### src/hdl/brle_pkg.sv
// types and constants shared by the run-length encoder modules
package brle_pkg;

  localparam logic [7:0] RunPrefix    = 8'hC0;
  localparam logic [7:0] LiteralLimit = 8'd192;
  localparam logic [5:0] MaxRunReset  = 6'd63;
  localparam logic [5:0] MinRun       = 6'd2;

  // one closed run: count and byte value
  typedef struct packed {
    logic       valid;
    logic [5:0] count;
    logic [7:0] value;
  } run_rec_t;

  // runs closed by one input word, r0 always valid when the entry exists
  typedef struct packed {
    run_rec_t r0;
    run_rec_t r1;
  } run_entry_t;

  typedef enum logic {
    PhCount,
    PhValue
  } phase_e;

endpackage

### src/hdl/brle_front.sv
// front end: accepts input words, tracks the current run and closes runs
module brle_front (
  input  logic                 clk_i,
  input  logic                 rst_ni,
  input  logic                 cfg_valid_i,
  output logic                 cfg_ready_o,
  input  logic [5:0]           cfg_data_i,
  input  logic                 in_valid_i,
  output logic                 in_stall_o,
  input  logic [7:0]           data_byte_i,
  input  logic                 last_in_i,
  input  logic                 full_i,
  output logic                 push_o,
  output brle_pkg::run_entry_t push_entry_o
);
  import brle_pkg::*;

  logic [5:0] max_run_q;
  logic [7:0] held_q, held_d, held_n;
  logic [5:0] count_q, count_d, count_n;
  logic       have_q, have_d;
  logic [5:0] limit;
  logic [5:0] count_inc;
  logic       accept;
  run_rec_t   rec_a, rec_b;

  assign cfg_ready_o = 1'b1;
  assign in_stall_o  = full_i;
  assign accept      = in_valid_i && !full_i;
  assign limit       = (max_run_q < MinRun) ? MinRun : max_run_q;
  assign count_inc   = count_q + 6'd1;

  always_comb begin
    rec_a   = '0;
    rec_b   = '0;
    held_n  = held_q;
    count_n = count_q;
    if (have_q && (data_byte_i == held_q)) begin
      if (count_inc >= limit) begin
        rec_a   = '{valid: 1'b1, count: count_inc, value: held_q};
        count_n = '0;
      end else begin
        count_n = count_inc;
      end
    end else begin
      if (have_q && (count_q != '0)) begin
        rec_a = '{valid: 1'b1, count: count_q, value: held_q};
      end
      held_n  = data_byte_i;
      count_n = 6'd1;
    end
    // flush of the pending run at the end of a string
    if (last_in_i && (count_n != '0)) begin
      rec_b = '{valid: 1'b1, count: count_n, value: held_n};
    end

    held_d  = held_q;
    count_d = count_q;
    have_d  = have_q;
    if (accept) begin
      if (last_in_i) begin
        held_d  = '0;
        count_d = '0;
        have_d  = 1'b0;
      end else begin
        held_d  = held_n;
        count_d = count_n;
        have_d  = 1'b1;
      end
    end

    if (rec_a.valid) begin
      push_entry_o.r0 = rec_a;
      push_entry_o.r1 = rec_b;
    end else begin
      push_entry_o.r0 = rec_b;
      push_entry_o.r1 = '0;
    end
    push_o = accept && (rec_a.valid || rec_b.valid);
  end

  always_ff @(posedge clk_i or negedge rst_ni) begin
    if (!rst_ni) begin
      max_run_q <= MaxRunReset;
      held_q    <= '0;
      count_q   <= '0;
      have_q    <= 1'b0;
    end else begin
      if (cfg_valid_i) begin
        max_run_q <= cfg_data_i;
      end
      held_q  <= held_d;
      count_q <= count_d;
      have_q  <= have_d;
    end
  end

endmodule

### src/hdl/brle_queue.sv
// short queue of closed runs between front and back end
module brle_queue #(
  parameter int Depth = 4
) (
  input  logic                 clk_i,
  input  logic                 rst_ni,
  input  logic                 push_i,
  input  brle_pkg::run_entry_t push_entry_i,
  output logic                 full_o,
  input  logic                 pop_i,
  output brle_pkg::run_entry_t head_o,
  output logic                 empty_o
);
  import brle_pkg::*;

  localparam int PtrW = (Depth > 1) ? $clog2(Depth) : 1;
  localparam int CntW = $clog2(Depth + 1);
  localparam logic [PtrW-1:0] LastPtr = PtrW'(Depth - 1);

  run_entry_t      entries_q [Depth];
  logic [PtrW-1:0] wr_ptr_q, wr_ptr_d;
  logic [PtrW-1:0] rd_ptr_q, rd_ptr_d;
  logic [CntW-1:0] count_q, count_d;
  logic            do_push, do_pop;

  assign full_o  = (count_q == CntW'(Depth));
  assign empty_o = (count_q == '0);
  assign do_push = push_i && !full_o;
  assign do_pop  = pop_i && !empty_o;
  assign head_o  = entries_q[rd_ptr_q];

  always_comb begin
    wr_ptr_d = wr_ptr_q;
    rd_ptr_d = rd_ptr_q;
    count_d  = count_q;
    if (do_push) begin
      wr_ptr_d = (wr_ptr_q == LastPtr) ? '0 : wr_ptr_q + PtrW'(1);
    end
    if (do_pop) begin
      rd_ptr_d = (rd_ptr_q == LastPtr) ? '0 : rd_ptr_q + PtrW'(1);
    end
    if (do_push && !do_pop) begin
      count_d = count_q + CntW'(1);
    end else if (do_pop && !do_push) begin
      count_d = count_q - CntW'(1);
    end
  end

  always_ff @(posedge clk_i) begin
    if (do_push) begin
      entries_q[wr_ptr_q] <= push_entry_i;
    end
  end

  always_ff @(posedge clk_i or negedge rst_ni) begin
    if (!rst_ni) begin
      wr_ptr_q <= '0;
      rd_ptr_q <= '0;
      count_q  <= '0;
    end else begin
      wr_ptr_q <= wr_ptr_d;
      rd_ptr_q <= rd_ptr_d;
      count_q  <= count_d;
    end
  end

endmodule

### src/hdl/brle_back.sv
// back end: expands closed runs into literal or prefix and value words
module brle_back (
  input  logic                 clk_i,
  input  logic                 rst_ni,
  input  brle_pkg::run_entry_t head_i,
  input  logic                 empty_i,
  output logic                 pop_o,
  output logic                 out_valid_o,
  input  logic                 out_stall_i,
  output logic [7:0]           out_byte_o
);
  import brle_pkg::*;

  phase_e     phase_q, phase_d;
  logic       sel_q, sel_d;
  logic       out_valid_q, out_valid_d;
  logic [7:0] out_byte_q, out_byte_d;
  logic       load;
  logic       lit;
  logic       rec_done;
  run_rec_t   cur;

  assign load = !empty_i && (!out_valid_q || !out_stall_i);
  assign cur  = sel_q ? head_i.r1 : head_i.r0;
  assign lit  = (cur.count == 6'd1) && (cur.value < LiteralLimit);

  always_comb begin
    phase_d    = phase_q;
    sel_d      = sel_q;
    out_byte_d = out_byte_q;
    rec_done   = 1'b0;
    pop_o      = 1'b0;
    if (load) begin
      case (phase_q)
        PhCount: begin
          if (lit) begin
            out_byte_d = cur.value;
            rec_done   = 1'b1;
          end else begin
            out_byte_d = RunPrefix | {2'b00, cur.count};
            phase_d    = PhValue;
          end
        end
        PhValue: begin
          out_byte_d = cur.value;
          phase_d    = PhCount;
          rec_done   = 1'b1;
        end
        default: phase_d = PhCount;
      endcase
      if (rec_done) begin
        if (!sel_q && head_i.r1.valid) begin
          sel_d = 1'b1;
        end else begin
          sel_d = 1'b0;
          pop_o = 1'b1;
        end
      end
    end
    out_valid_d = load || (out_valid_q && out_stall_i);
  end

  always_ff @(posedge clk_i or negedge rst_ni) begin
    if (!rst_ni) begin
      phase_q     <= PhCount;
      sel_q       <= 1'b0;
      out_valid_q <= 1'b0;
    end else begin
      phase_q     <= phase_d;
      sel_q       <= sel_d;
      out_valid_q <= out_valid_d;
    end
  end

  always_ff @(posedge clk_i) begin
    if (load) begin
      out_byte_q <= out_byte_d;
    end
  end

  assign out_valid_o = out_valid_q;
  assign out_byte_o  = out_byte_q;

endmodule

### src/hdl/byte_run_length_encoder.sv
// run-length encoder top level: front end, run queue and output back end
//
// Input channel: in_valid_i with data_byte_i and last_in_i, stalled by in_stall_o.
// A word is taken at a clock edge with in_valid_i high and in_stall_o low.
// Output channel: out_valid_o with out_byte_o, stalled by out_stall_i.
// Config channel: cfg_valid_i / cfg_ready_o carries max_run in cfg_data_i;
// write it only while no encoded words are pending.
// The front end pushes the runs an input word closes (zero, one or two)
// into the queue together as one entry, in the cycle the word is taken.
// The back end sends one output word per cycle while out_stall_i is low,
// and one input produces up to 4 output words. The single-byte output port
// sets the sustained rate: one input per cycle for long runs, while
// alternating bytes of 192 or more give two output words per input.
// The first output word of an input passes through the queue entry and
// the output register before out_valid_o rises.
// While out_stall_i is high the output word holds; the queue keeps taking
// input until QueueDepth entries wait, then in_stall_o rises.
// Reset clears the held run, the queue and the output valid; max_run
// returns to 63.
module byte_run_length_encoder #(
  parameter int QueueDepth = 4
) (
  input  logic       clk_i,
  input  logic       rst_ni,
  input  logic       cfg_valid_i,
  output logic       cfg_ready_o,
  input  logic [5:0] cfg_data_i,
  input  logic       in_valid_i,
  output logic       in_stall_o,
  input  logic [7:0] data_byte_i,
  input  logic       last_in_i,
  output logic       out_valid_o,
  input  logic       out_stall_i,
  output logic [7:0] out_byte_o
);
  import brle_pkg::*;

  logic       push, full, pop, empty;
  run_entry_t push_entry, head;

  brle_front u_front (
    .clk_i        (clk_i),
    .rst_ni       (rst_ni),
    .cfg_valid_i  (cfg_valid_i),
    .cfg_ready_o  (cfg_ready_o),
    .cfg_data_i   (cfg_data_i),
    .in_valid_i   (in_valid_i),
    .in_stall_o   (in_stall_o),
    .data_byte_i  (data_byte_i),
    .last_in_i    (last_in_i),
    .full_i       (full),
    .push_o       (push),
    .push_entry_o (push_entry)
  );

  brle_queue #(
    .Depth (QueueDepth)
  ) u_queue (
    .clk_i        (clk_i),
    .rst_ni       (rst_ni),
    .push_i       (push),
    .push_entry_i (push_entry),
    .full_o       (full),
    .pop_i        (pop),
    .head_o       (head),
    .empty_o      (empty)
  );

  brle_back u_back (
    .clk_i       (clk_i),
    .rst_ni      (rst_ni),
    .head_i      (head),
    .empty_i     (empty),
    .pop_o       (pop),
    .out_valid_o (out_valid_o),
    .out_stall_i (out_stall_i),
    .out_byte_o  (out_byte_o)
  );

endmodule

### config.mk
export PLATFORM = sky130hd
export DESIGN_NAME = byte_run_length_encoder
export DESIGN_NICKNAME = d
export VERILOG_FILES = /design/src/hdl/brle_pkg.sv /design/src/hdl/brle_front.sv /design/src/hdl/brle_queue.sv /design/src/hdl/brle_back.sv /design/src/hdl/byte_run_length_encoder.sv
export SDC_FILE = /design/constraint.sdc
export NUM_CORES = 1
export LEC_CHECK = 0
export BUFFER_PORTS_ARGS = -buffer_cell sky130_fd_sc_hd__buf_4
export CELL_PAD_IN_SITES_DETAIL_PLACEMENT = 2
export CELL_PAD_IN_SITES_GLOBAL_PLACEMENT = 2
export CORE_MARGIN = 1
export CORE_UTILIZATION = 45
export DETAILED_ROUTE_END_ITERATION = 12
export PLACE_DENSITY_LB_ADDON = 0.1
export SETUP_SLACK_MARGIN = 0.02
export SLEW_MARGIN = 30
export SYNTH_ARGS = -nofsm -noshare
export SYNTH_HDL_FRONTEND = slang
export SYNTH_SLANG_ARGS = --single-unit
export TNS_END_PERCENT = 20
### constraint.sdc
create_clock -name clk_i -period 5 [get_ports clk_i]
set_input_delay 0 -clock clk_i [delete_from_list [all_inputs] [get_ports clk_i]]
set_output_delay 0 -clock clk_i [all_outputs]
set_load 0.05 [all_outputs]
* Yosys cells after proc, flatten, opt, wreduce, memory -nomap -nowiden
Memory sizes are Yosys's and may differ from the RTL's.
Index checks and enable logic that the tools add are counted.
** Word-level totals
- Register bits :: 39
- Bits in latches :: 0
- RAM bits :: 120
- Memory bits (read-only) :: 0
- Bits of input ports :: 20
- Output and inout port bits :: 11
- Word-level logic and storage cells :: 84
- Memories kept :: 1
** Memories
- u_queue.entries_q :: depth 4, width 30, read ports 1, clocked after memory_dff 0, write ports 1, line brle_queue.sv:20 : run_entry_t entries_q [Depth];
** Operators by class
- Add/subtract/negate cells :: 5
- Multipliers :: 0
- Div/mod/pow operators :: 0
- Magnitude comparators :: 3
- Eq/ne operators :: 5
- Shifts and indexed selects :: 0
- Mux-type cells :: 30
- Bitwise logic cells :: 1
- Reduce and logical (&&, ||, !) cells :: 28
** Operators by type and width (count)
- $mux W15 :: 4
- $mux W30 :: 1
- $mux W6 :: 4
- $mux W8 :: 3
- $pmux W8 S2 :: 1
- $mux W14 :: 1
- $logic_and A1 B1 Y1 :: 13
- $reduce_bool A6 Y1 :: 2
- $mux W1 :: 10
- $eq A8 B8 Y1 :: 1
- $lt A8 B8 Y1 const B :: 1
- $logic_not A1 Y1 :: 7
- $add A6 B1 Y6 const B :: 1
- $eq A6 B1 Y1 const B :: 1
- $ge A6 B6 Y1 :: 1
- $lt A6 B2 Y1 const B :: 1
- $mux W3 :: 2
- $add A2 B1 Y2 const B :: 2
- $eq A2 B2 Y1 const B :: 2
- $mux W2 :: 2
- $pmux W1 S2 :: 2
- $add A3 B1 Y3 const B :: 1
- $eq A3 B3 Y1 const B :: 1
- $logic_not A3 Y1 :: 1
- other kinds (5) :: 7

* Depth between registers and ports, before layout
Gate-level depths: netlist of the first run.
- Depth after elaboration :: 15
- Mapped depth :: 16
- Mapped depth without buffers :: 16

* By module
Synthesis of the first run repeated with hierarchy kept, for this count alone.
** Unflattened totals
- Cells, all modules :: 431
- Area total of the unflattened synthesis :: 7080.5 sq um
** Modules (own cells, without submodules)
- brle_queue :: times used 1, cells each 194, area each 4765.8 sq um, seq. area each 3778.6 sq um
- brle_front :: times used 1, cells each 192, area each 1659.1 sq um, seq. area each 533.0 sq um
- brle_back :: times used 1, cells each 45, area each 655.6 sq um, seq. area each 315.3 sq um

* Worst setup path before layout of the first run
No wires, ideal clock.
- Kind :: reg2reg
- From :: register u_front.count_q[0]
- To :: memory u_queue.entries_q[3][0] (netlist name) (enable)
- Setup time :: 0.389 ns
- Arrival time :: 3.194 ns
- Data required time :: 4.611 ns
- Setup slack :: 1.417 ns
- Stages on the path, launching flop included :: 11
- Buffers on the path :: 0
- Clock period less this slack :: 3.583 ns
- Path through :: dfrtp_1 > ha_1 > nand3_1 > xor2_1 > inv_1 > ha_1 > nand3_1 > o31ai_1 > nand2b_1 > a31oi_2 > and2_1
** On the way
- Cells in the longest elaborated chain, start to end :: 12
- Elaborated cells between the ends (all ways) :: 17
- Those cells by class :: 1 x add/sub; 1 x order compare; 8 x mux; 7 x reduce/logical
** RTL lines
- start: declaration :: line brle_front.sv:20 : logic [5:0] count_q, count_d, count_n;
- start signal: assignment :: line brle_front.sv:93 : count_q <= count_d;
- $add A6 B1 Y6 :: line brle_front.sv:31 : assign count_inc = count_q + 6'd1;
- $ge A6 B6 Y1 :: line brle_front.sv:39 : if (count_inc >= limit) begin
- $mux W6 :: line brle_front.sv:39
- $mux W6 :: line brle_front.sv:38 : if (have_q && (data_byte_i == held_q)) begin
- $reduce_bool A6 Y1 :: line brle_front.sv:53 : if (last_in_i && (count_n != '0)) begin
- $logic_and A1 B1 Y1 :: line brle_front.sv:53
- $mux W15 :: line brle_front.sv:53
- $logic_or A1 B1 Y1 * :: line brle_front.sv:79 : push_o = accept && (rec_a.valid || rec_b.valid);
- $logic_and A1 B1 Y1 * :: line brle_front.sv:79
- $logic_and A1 B1 Y1 * :: line brle_queue.sv:28 : assign do_push = push_i && !full_o;
- via u_queue.do_push :: line brle_queue.sv:24 : logic do_push, do_pop;
- $mux W1 * :: line brle_queue.sv:50 : if (do_push) begin
- $mux W1 (implied by the code) * :: line brle_queue.sv:51 : entries_q[wr_ptr_q] <= push_entry_i;
- end: declaration :: line brle_queue.sv:20
The timed path passes the listed nets; every way through them passes the cells marked *.

* Final worst setup path of the first run
- From :: register u_front.count_q[0]
- To :: memory u_queue.entries_q[0][28] (netlist name) (enable)
Same word-level chain as after synthesis.

==> results of run 1 <==
[path summary, 6_finish.rpt]
check	cells past startpoint	endpoint	startpoint	slack, ps
worst max-delay path	12	u_queue.entries_q[0][28]	u_front.count_q[0]	880
max in group asynchronous	2	u_queue.rd_ptr_q[0]	rst_ni	4570
worst max register to register	12	u_queue.entries_q[0][28]	u_front.count_q[0]	880
min in group asynchronous	2	u_front.held_q[1]	rst_ni	70
worst min-delay path	3	u_front.held_q[5]	last_in_i	60
worst min register to register	2	u_front.held_q[5]	u_front.held_q[5]	530
[repair_timing]
item / 4_1_cts / 5_1_grt
endpoints found under the hold margin: 46 / 0
hold buffers: 27 / 0
gates resized for setup: 0 / 0
[per-layer routing]
layer / part of all wire / routed length [um] / up-vias
li1: - / - / 1921
met1: 0.44 / 8570 / 2324
met2: 0.51 / 9800 / 107
met3: 0.034 / 655 / 22
met4: 0.017 / 323 / 0
met5: 0 / 0 / -
[state kept, by name, summed over array words and instances (netlist names)]
register	flops
u_back.out_byte_o	8
u_back.out_valid_o	1
u_back.phase_q	1
u_back.sel_q	1
u_front.count_q	6
u_front.have_q	1
u_front.held_q	8
u_front.max_run_q	6
u_queue.count_q	3
u_queue.entries_q	116
u_queue.rd_ptr_q	2
u_queue.wr_ptr_q	2
[final cells by class]
cell class                 count  area share
clock inverter                10      0.0139
multi-input combinational    285       0.289
inverter                      19     0.00850
clock buffer                  22      0.0565
tap                          188      0.0280
timing repair buffer          66      0.0671
sequential                   155       0.537
[placed cells by master (no fill, tap or decap), types with 13 or more instances in the layout]
master / synthesis / routed
edfxtp_1: 124 / 124
buf_4: 1 / 39
nand2_1: 28 / 28
dlygate4sd3_1: 0 / 27
o21ai_0: 26 / 26
dfrtp_1: 25 / 24
mux4_2: 23 / 23
conb_1: 2 / 21
inv_1: 19 / 19
mux2i_1: 18 / 18
clkbuf_16: 0 / 17
nor2_1: 16 / 16
ha_1: 14 / 14
nand2b_1: 13 / 13
xor2_1: 13 / 13
[per-stage QoR]
stage / setup slack [ps] / hold slack (ps) / total power [mW]
4_1_cts: 1020 / 36.8 / 4.68
3_5_place_dp: 1070 / -12.0 / 3.34
2_1_floorplan: 1420 / -296 / 2.88
3_3_place_gp: 1350 / -15.5 / 3.23
5_1_grt: 617 / 93.0 / 4.85
6_report: 878 / 56.5 / 4.64
[worst min-delay path, cell delays in order]
cell      delay, ps
buf_4           230
nand2b_1        140
o21ai_0          60
[power by group through the flow]
| stage | combinational (mW) | clock [mW] | sequential, mW |
|---|---|---|---|
| 5_1_grt | 1.56 | 1.36 | 1.93 |
| 4_1_cts | 1.47 | 1.31 | 1.90 |
| 3_3_place_gp | 1.33 | 0 | 1.90 |
| 6_report | 1.45 | 1.29 | 1.90 |
| 2_1_floorplan | 0.968 | 0 | 1.91 |
| 3_5_place_dp | 1.42 | 0 | 1.92 |
[cells by family after synthesis]
logic type,after synthesis
AO/OA/AOI/OAI,72
XOR/XNOR,15
adder cells (fa/ha/maj),15
buffers and inverters,40
flip-flops,155
multiplexers,55
other,2
AND/OR/NAND/NOR,107
==> run metrics, run 1 <==
Clk network pwr share=0.278; Switch Pwr=1.57 mW; I/O pin cnt=31; total routed wirelength=19.3 mm; vias per cell=5.87; Int Pwr=3.08 mW; later-pin clock latency in the skew report=430 ps; Seq pwr share=0.409; initial antenna violation count=0; status=complete, no violations; H-Tree Depth=4; path type of the worst setup path=reg -> reg; count leader, synth=edfxtp_1; largest net degree at the start of global routing=32; Post-Synth Adder-Cell Area=0.0277; die width=127 um; Placement Cell Area=0.00752 mm^2; WP data required=5100 ps; sum of negative setup slack=0 ps; sequential fraction of the synthesis area=0.641; drt initial violations=371; worst hold path class=in -> reg; post-route insts no fill=745; final worst-path cycle share=0.824; Crit path largest cell delay=590 ps; CP top delay family=simple AND/OR/NAND/NOR gates; Synth Area in Compound Gates=0.0710; crit-path cells=ha_1, nand3_1, xor2_1, inv_1, ha_1, nand3_1, o31ai_1, buf_4, nand2b_1, a31oi_2, and2_1, buf_4; multiplexer share of the synthesized area=0.136; main combinational cell family by area after synthesis=multiplexers; crit end category=flop; met3 global-route usage=0.0477; multi-input logic area=0.00242 mm^2; MaxCap Viol Count=0; met2 Track Usage GR=0.437; Max IR drop VDD=0.000266 V; Netlist Area Pre-Place=0.00703 mm^2; initial core utilization=0.463; post-route ant nets=0; DR WL/cell=26.0 um; CP Launch Type=flop; GR Util met1=0.355; Num CTS Buffers=17; Design Area, Final=0.00839 mm^2; IO Port Bufs=29; Max Clock Freq=0.243 GHz; Combinational Power Share=0.313; max_slew headroom=0.509; Leak=3.17 nW; largest cells by area after synthesis=edfxtp_1 (53%), dfrtp_1 (8.9%), mux4_2 (7.4%); predominant post-synthesis flop cell=edfxtp_1; Setup Skew=8.89 ps; global-route wire length before repair=30.2 mm; Yosys top cell by area=edfxtp_1; RSZ-0062 raised after global routing=false; Post-synth EDFFs=124; Placed Instances=686; CORE AREA=0.0152 mm^2; Yosys top cell area share=0.529; via count=4374; CP arrival=4230 ps; Slew Limit Fails=0; # DRC=0; die height=127 um; final global-route overflow total=0; Layout fillers=1383; drt first pass iters=4; clk slew on worst S/H paths=60 ps; CTS tree=done; register area=0.00451 mm^2; switching portion of total power=0.338; Die ar.=0.0161 mm^2; clock sinks=155; mean post-synth cell area=15.3 um^2; GP Congestion=0.835; Nets=579; slowest library cell on the worst path=and2_1; n_diodes=0; actual slew at the worst max-slew pin=736 ps; root buffer cell=clkbuf_16; fin crit period=4120 ps; synth cell count leaders=edfxtp_1 (124), nand2_1 (28), o21ai_0 (26), dfrtp_1 (25), mux4_2 (23); count of different cell masters after synthesis=62; P&R area growth vs syn=19.3%; Synth async-reset ratio=0.200; post-synthesis xor/xnor area fraction=0.0187; Max Root-Sink Buffers=2; Std-Cell Rows=45; Post-CTS Setup Bufs=0; GRT Util Overall=0.263; HPWL after DPL=12.3 mm; Final Util=0.552; Setup violations, final=0; PwrDens=553 mW/mm^2; worst-path maximum fanout=19; Ys Warns=0; Simple-Gate Fraction of Synth Area=0.0788; Top Usage Layer GRT=met2; share of layout cells above drive strength 1=0.212; CP bufs+invs=3; final hold vios=0; Yosys reg bits=155; cells after synthesis=461; vias in the first global route=4801
No activity file was read; power rests on OpenSTA's default activity.
==> run 2, diff against run 1 <==
Clock period 5 ns to 4.1 ns, I/O delays scaled along.
==> run 2 against run 1 <==
Compared with the run above: via count shrank 1.8%; flip-flop and latch count stayed put; clock skew up 2.8 ps; register-to-register slack worse by 650 ps; combinational power grew 27%; cell area rose by 0.43%; clock power up 23%; power is 23% higher; routed wire length up 2.0%; sequential power rose by 21%; critical endpoint is now u_queue.count_q[2].
==> run metrics, run 2 (synthesis results as in run 1) <==
clock sinks=155 (unchanged); Int Pwr=3.79 mW (was 3.08 mW); final global-route overflow total=0 (unchanged); CP top delay family=adder cells (was simple AND/OR/NAND/NOR gates); R2R setup slack=230 ps (was 880 ps); most common cell after layout, fill and taps aside=edfxtp_1 (unchanged); Switch Pwr=1.92 mW (was 1.57 mW); CTS tree=done (unchanged); switching portion of total power=0.336 (was 0.338); Leak=3.19 nW (was 3.17 nW); commonest non-fill, non-tap cells in the layout=edfxtp_1 (124), buf_4 (40), nand2_1 (28), dlygate4sd3_1 (27), o21ai_0 (26) (was edfxtp_1 (124), buf_4 (39), nand2_1 (28), dlygate4sd3_1 (27), o21ai_0 (26)); max_slew headroom=0.439 (was 0.509); die width=127 um (unchanged); Num CTS Buffers=17 (unchanged); r2r endpoint=u_queue.count_q[2] (was u_queue.entries_q[0][28]); RSZ-0062 raised after global routing=false (unchanged); I/O pin cnt=31 (unchanged); CORE AREA=0.0152 mm^2 (unchanged); crit-path cells=nand3_1, xor2_1, inv_1, ha_1, nand3_1, o31ai_2, nand2b_1, a31oi_4, ha_1, inv_1, fa_1, xor2_1, nor2_1, xor2_1 (was ha_1, nand3_1, xor2_1, inv_1, ha_1, nand3_1, o31ai_1, buf_4, nand2b_1, a31oi_2, and2_1, buf_4); initial antenna violation count=0 (unchanged); CP bufs+invs=2 (was 3); Nets=581 (was 579); Max Root-Sink Buffers=2 (unchanged); Post-CTS Setup Bufs=0 (unchanged); P&R area growth vs syn=19.8% (was 19.3%); GP Congestion=0.832 (was 0.835); clk slew on worst S/H paths=60 ps (about the same); # DRC=0 (unchanged); worst reg2reg path depth=14 (was 12); DR WL/cell=26.4 um (was 26.0 um); Std-Cell Rows=45 (unchanged); CP Launch Type=flop (unchanged); slowest library cell on the worst path=dfrtp_1 (was and2_1); vias in the first global route=4894 (was 4801); GRT Util Overall=0.267 (was 0.263); H-Tree Depth=4 (unchanged); initial core utilization=0.463 (unchanged); PnR Total Power=5.71 mW (was 4.64 mW); max reg flops=116 (unchanged); Die ar.=0.0161 mm^2 (unchanged); path type of the worst setup path=reg -> reg (unchanged); Max Clock Freq=0.258 GHz (was 0.243 GHz); IO Port Bufs=29 (unchanged); later-pin clock latency in the skew report=430 ps (about the same); global-route wire length before repair=30.6 mm (was 30.2 mm); Clk network pwr share=0.278 (about the same); vias per cell=5.75 (was 5.87); Layout fillers=1376 (was 1383); root buffer cell=clkbuf_16 (unchanged); via count=4297 (was 4374); Setup Skew=11.6 ps (was 8.89 ps); crit end category=flop (unchanged); Placed Instances=688 (was 686); Crit path top cell by count=xor2_1; final worst-path cycle share=0.945 (was 0.824); final hold vios=0 (unchanged); sum of negative setup slack=0 ps (unchanged); Combinational Power Share=0.322 (was 0.313); multi-input logic area=0.00244 mm^2 (was 0.00242 mm^2); post-route insts no fill=747 (was 745); met3 global-route usage=0.0503 (was 0.0477); met2 Track Usage GR=0.454 (was 0.437); drt initial violations=280 (was 371); Critical R2R Launch=u_front.count_q[2] (was u_front.count_q[0]); total routed wirelength=19.7 mm (was 19.3 mm); WP data required=4450 ps (was 5100 ps); drt first pass iters=4 (unchanged); largest net degree at the start of global routing=34 (was 32); Crit path largest cell delay=570 ps (was 590 ps); Slew Limit Fails=0 (unchanged); Seq pwr share=0.400 (was 0.409); Max IR drop VDD=0.000307 V (was 0.000266 V); CP arrival=4220 ps (was 4230 ps); GR Util met1=0.349 (was 0.355); PwrDens=678 mW/mm^2 (was 553 mW/mm^2); status=complete, no violations (unchanged); worst hold path class=in -> async (was in -> reg); worst-path maximum fanout=9 (was 19); Top Usage Layer GRT=met2 (unchanged); MaxCap Viol Count=0 (unchanged); HPWL after DPL=12.5 mm (was 12.3 mm); die height=127 um (unchanged); post-route ant nets=0 (unchanged); fin crit period=3870 ps (was 4120 ps); share of layout cells above drive strength 1=0.211 (was 0.212); Most flops, register=u_queue.entries_q (unchanged); actual slew at the worst max-slew pin=833 ps (was 736 ps); Setup violations, final=0 (unchanged); n_diodes=0 (unchanged); register area=0.00451 mm^2 (about the same)
[run 2: changes by cell type in the layout (fill, tap and decap cells not counted), moves of 2 or more]
| cell | previous run | this run |
|---|---|---|
| a21oi_1 | 7 | 9 |
| clkinv_4 | 3 | 0 |
| clkbuf_1 | 2 | 5 |
| a21oi_2 | 2 | 0 |
[run 2: worst max-delay path by stage]
stage                     slack, ps  cells past startpoint                 endpoint                from
after floorplan                 520                     10  u_queue.entries_q[3][0]  u_front.count_q[0]
after global placement          570                     15       u_queue.count_q[2]  u_front.count_q[0]
after detailed placement        150                     15       u_queue.count_q[2]  u_front.count_q[0]
after CTS                        90                     15       u_queue.count_q[2]  u_front.count_q[0]
after global routing             60                     14       u_queue.count_q[2]  u_front.count_q[2]
final                           230                     14       u_queue.count_q[2]  u_front.count_q[2]
[run 2: through the flow]
step / hold WS, ps / area (um^2) / worst slack [ps] / utilization
final: 69.8 / 8430 / 226 / 0.554
after global routing: 106 / 8430 / 57.5 / 0.554
after CTS: 67.6 / 8410 / 88.4 / 0.553
after detailed placement: -7.29 / 7550 / 146 / 0.497
after global placement: -10.5 / 7550 / 572 / 0.497
after floorplan: -296 / 7110 / 517 / -
[run 2: final cells by class]
type	count	area share
clock buffer	25	0.0589
inverter	19	0.00846
clock inverter	7	0.0104
timing repair buffer	68	0.0701
multi-input combinational	285	0.289
sequential	155	0.535
tap	188	0.0279
[run 2: power groups by stage]
stage	registers [mW]	clock network (mW)	logic, mW
2_1_floorplan	2.33	0	1.18
3_3_place_gp	2.28	0	1.70
3_5_place_dp	2.31	0	1.79
4_1_cts	2.29	1.61	1.85
5_1_grt	2.32	1.66	1.97
6_report	2.29	1.59	1.84
[run 2: what timing repair did]
item / CTS / global route
resized for setup: 0 / 4
hold buffers: 27 / 0
hold endpoints to repair: 46 / 0
endpoints found under the setup margin: 0 / 36
[run 2: routing by layer]
metal  vias to the layer above  share of wire
met3                        16          0.033
li1                       1919              -
met1                      2273           0.44
met4                         0          0.014
met2                        89           0.51
met5                         -              0
